--- config.mk ---
export PLATFORM = sky130hd
export DESIGN_NAME = ppq_ram
export DESIGN_NICKNAME = d
export VERILOG_FILES = /design/src/hw/rtl/ppq_ram.sv
export SDC_FILE = /design/constraint.sdc
export NUM_CORES = 1
export LEC_CHECK = 0
export BUFFER_PORTS_ARGS = -buffer_cell sky130_fd_sc_hd__buf_2
export CAP_MARGIN = 25
export CORE_ASPECT_RATIO = 1.2
export CORE_MARGIN = 3
export CORE_UTILIZATION = 52
export CTS_BUF_LIST = sky130_fd_sc_hd__clkbuf_4 sky130_fd_sc_hd__clkbuf_8 sky130_fd_sc_hd__clkbuf_16
export DETAILED_ROUTE_END_ITERATION = 12
export PLACE_DENSITY_LB_ADDON = 0.1
export REMOVE_ABC_BUFFERS = 1
export SLEW_MARGIN = 20
export SYNTH_ARGS = -nofsm -noshare
export SYNTH_HDL_FRONTEND = slang
export SYNTH_SLANG_ARGS = --single-unit
--- constraint.sdc ---
create_clock -name i_clk -period 2 [get_ports i_clk]
set_input_delay 0.4 -clock i_clk [delete_from_list [all_inputs] [get_ports i_clk]]
set_output_delay 0.4 -clock i_clk [all_outputs]
set_load 0.01 [all_outputs]
--- src/hw/rtl/ppq_ram.sv ---
// Generic single-port-write, single-read RAM with registered read data.
`default_nettype none
module ppq_ram #(
    parameter int WIDTH = 8,
    parameter int DEPTH = 16
) (
    input  wire logic                     i_clk,
    input  wire logic                     i_we,
    input  wire logic [$clog2(DEPTH)-1:0] i_waddr,
    input  wire logic [WIDTH-1:0]         i_wdata,
    input  wire logic [$clog2(DEPTH)-1:0] i_raddr,
    output logic      [WIDTH-1:0]         o_rdata
);
    logic [WIDTH-1:0] r_mem [DEPTH];

    // write and registered read
    always_ff @(posedge i_clk) begin
        if (i_we) begin
            r_mem[i_waddr] <= i_wdata;
        end
        o_rdata <= r_mem[i_raddr];
    end
endmodule
`default_nettype wire

# Word level (Yosys, flattened, before mapping)
# Memories as Yosys holds them, arrays and structs flattened. A register that Yosys moved wholly into a read port is not among the register bits.
# Index checks and enable logic that the tools add are counted.
[op_classes]
n_mux = 2
[ops]
columns = ["operator", "n"]
rows = [
  ["2-to-1 mux 1 bit", 2],
]
[totals]
regBits = 0
ramBits = 128
in_bits = 18
out_inout_bits = 8
wordCells = 3
mem_count = 1
[memory_table]
columns = ["memory", "words", "word_bits", "read_ports", "rd_ports_with_merged_regs", "write_ports", "line", "text"]
rows = [
  ["r_mem", 16, 8, 1, 1, 1, "14", "logic [WIDTH-1:0] r_mem [DEPTH];"],
]

# Depth between registers and ports, before layout
[logic_depth]
depth_word = 2
ltp_mapped = 5
ltp_nobuf = 3

# Worst setup path after synthesis
# No wires, ideal clock.
[synth_timing]
path_type = "input -> register"
startpoint = "input port i_waddr[2]"
endpoint = "memory r_mem[0][0] (enable)"
setup_time_ns = 0.383
arrival_time_ns = 1.510
t_required_ns = 1.617
setup_slack_ns = 0.107
path_stages = 2
n_path_buf = 0
cell_sequence = "or3b_2 nor3_1"
[synth_rtl]
columns = ["item", "line", "text"]
rows = [
  ["start: declaration", "9", "input wire logic [$clog2(DEPTH)-1:0] i_waddr,"],
  ["end: declaration", "14", ""],
]
# Straight into the memory's write port.

==> reports/metrics.yaml <==
max-vdd-ir-drop_mv: 0.6300
synth_seq_cells: 136
crit_type: "input pin to flop"
critPathMaxFanout: 21
slew_headroom_pct: 71.85
synth_flop_cell: "edfxtp_1"
fmax_ghz: 0.6934
finalNetCount: 305
endpoint_kind: "flop"
hpwl_um: 6191
min_period_ns: 1.442
cts_buffers: 17
grt.overflow.total: 0
routed_wl_um: 9929
fin_crit_sh_pct: 72.11
routedWlPerCell_um: 23.53
powerDensity_mw_per_mm2: 1094
async_flop_share_pct: 0
n_fill_cell: 679
postSynthCellCount: 229
drt_pre_antenna_iters: 4
path_buf_inv: 2
crit_cells: 5
avgSynthCellArea_um2: 22.48
yosysTopAreaCellShare_pct: 74.67
fin_skew_ns: 0.005521
path_cells: "buf_2 > buf_12 > mux4_1 > a22oi_1 > nand2_1"
core_mm2: 0.009564
power_mw: 6.761
drcViolationCount: 0
yosysMostFrequentCell: "edfxtp_1"
gp_congestion: 0.7496
cts_sinks: 136
ios: 26
hold_viol: 0
reg2reg_depth: 3
setup_viol: 0
cts_buffer_depth: 2
maxSlewViolCount: 0
synth_cell_type_count: 19
crit_path_top_delay_cell: "mux4_1"
outcome: "finished, final reports clean"
die_height_um: 115.0
drt_iter0_drc: 252
hold_buffers: 0
area_growth_pct: 20.08
grt_util_all_layers_pct: 19.62
port_buffers: 25
synth.cell_area_mm2: 0.005147
grt_pass1_vias: 2565
grt_pass1_wl_um: 15470
vias: 2450
cts_setup_buffers: 0
synthTopCellsByCount: "edfxtp_1 (128), mux4_2 (18), a22oi_1 (16), mux4_1 (14), nor2_1 (13)"
path_clk_slew_ns: 0.05
synth-edff-count: 128
ys_top_cells_by_area: "edfxtp_1 (75%), mux4_2 (7.9%), mux4_1 (7.1%)"
ys_seq_area_share_pct: 77.78
yosysWarningCount: 0
vias_per_cell: 5.806
cts_tree: "built"
critPathMaxStageDelay_ns: 0.58
worst_pin_slew_ns: 0.4214
antenna_cells: 0
ctsResizeCount: 0
cp.required_ns: 2.29
setup-tns-final_ns: 0
start_util_pct: 53.82
clk_latency_ns: 0.41
htree_levels: 4
cts-root-buf: "clkbuf_16"
ant_nets: 0
startpoint_type: "input pin"
grt_max_degree: 33
dieWidth_um: 96.83
rsz0062_at_grt: "no"
drv_cap: 0
leakage_nw: 2.145
rows: 39
arrival_ns: 1.73
hold_depth: 1
critPathTopFamily: "multiplexers"
die_area_mm2: 0.01113
yosysTopAreaCell: "edfxtp_1"
antenna_found_initial: 0
drive_gt1_share_pct: 33.11
hold_class: "input pin to flop"
-- flip-flops by register name, summed over array words and instances, names as in the netlist --
signal / flops
o_rdata: 8
r_mem: 128
-- layer usage --
metal  global-route usage, %  routed length [um]
met5                       0                   0
met4                   7.303                 111
met3                   4.612                 392
met2                   31.49                5012
met1                   26.74                4413
-- through the flow --
step	setup WS, ns	std cells	hold slack, ns	utilization, %	instance area (um^2)
after floorplan	0.1071	219	0.4989	-	5061
after global placement	0.1495	391	0.6549	58.11	5558
after detailed placement	0.1371	391	0.6674	58.11	5558
after CTS	0.5615	422	0.3722	64.63	6181
after global routing	0.5404	422	0.3902	64.63	6181
final	0.5579	422	0.3814	64.63	6181
-- placed cells by master, fill, tap and decap left out, drive strengths merged --
cell type,synthesis,layout
edfxtp,128,128
buf,7,49
mux4,32,32
clkbuf,0,22
a22oi,16,16
nor2,13,13
nand2,9,9
dfxtp,8,8
nor3,4,4
bufinv,0,4
clkinv,0,4
nand3b,2,2
nand2b,2,2
nor2b,1,1
and2,1,1
and2b,1,1
nand3,1,1
or3b,1,1
clkinvlp,0,1
-- worst reg2reg max path, delay by kind of cell (launching register included) --
kind	cells	cell delay, ns
simple gates	1	0.12
compound gates	1	0.27
flops	1	0.37
mux	1	0.54
-- layout make-up --
type	instances	area (um^2)	area share (%)
clock buffers	22	475.5	7.692
flip-flops and latches	136	4004	64.78
repair buffers	49	342.8	5.547
well taps	123	153.9	2.490
clock inverters	9	147.6	2.389
multi-input cells	83	1057	17.11
-- worst paths after layout --
kind              slack (ns)          end          from
hold reg to reg         0.67   o_rdata[2]  r_mem[15][2]
setup reg to reg        0.59   o_rdata[0]   r_mem[5][0]
hold / removal          0.38  r_mem[1][1]    i_wdata[1]
setup / recovery        0.56   o_rdata[5]    i_raddr[0]
-- where the power goes --
| part | leakage, nW | switching, mW | total, mW | internal [mW] |
|---|---|---|---|---|
| Clock | 0.310 | 1.07 | 3.24 | 2.18 |
| Combinational | 0.611 | 0.174 | 0.309 | 0.135 |
| Sequential | 1.22 | 0.0193 | 3.21 | 3.19 |
| Total | 2.15 | 1.26 | 6.76 | 5.50 |
-- kinds of logic (layout without fill, tap and decap cells) --
kind of cell    Yosys count  in the layout  share of synthesized area (%)
simple gates             35             35                          3.184
buf+inv                  10             80                          1.677
compound gates           16             16                          2.334
flops                   136            136                          77.78
mux                      32             32                          15.02
Power figures use the tool's default switching activity.
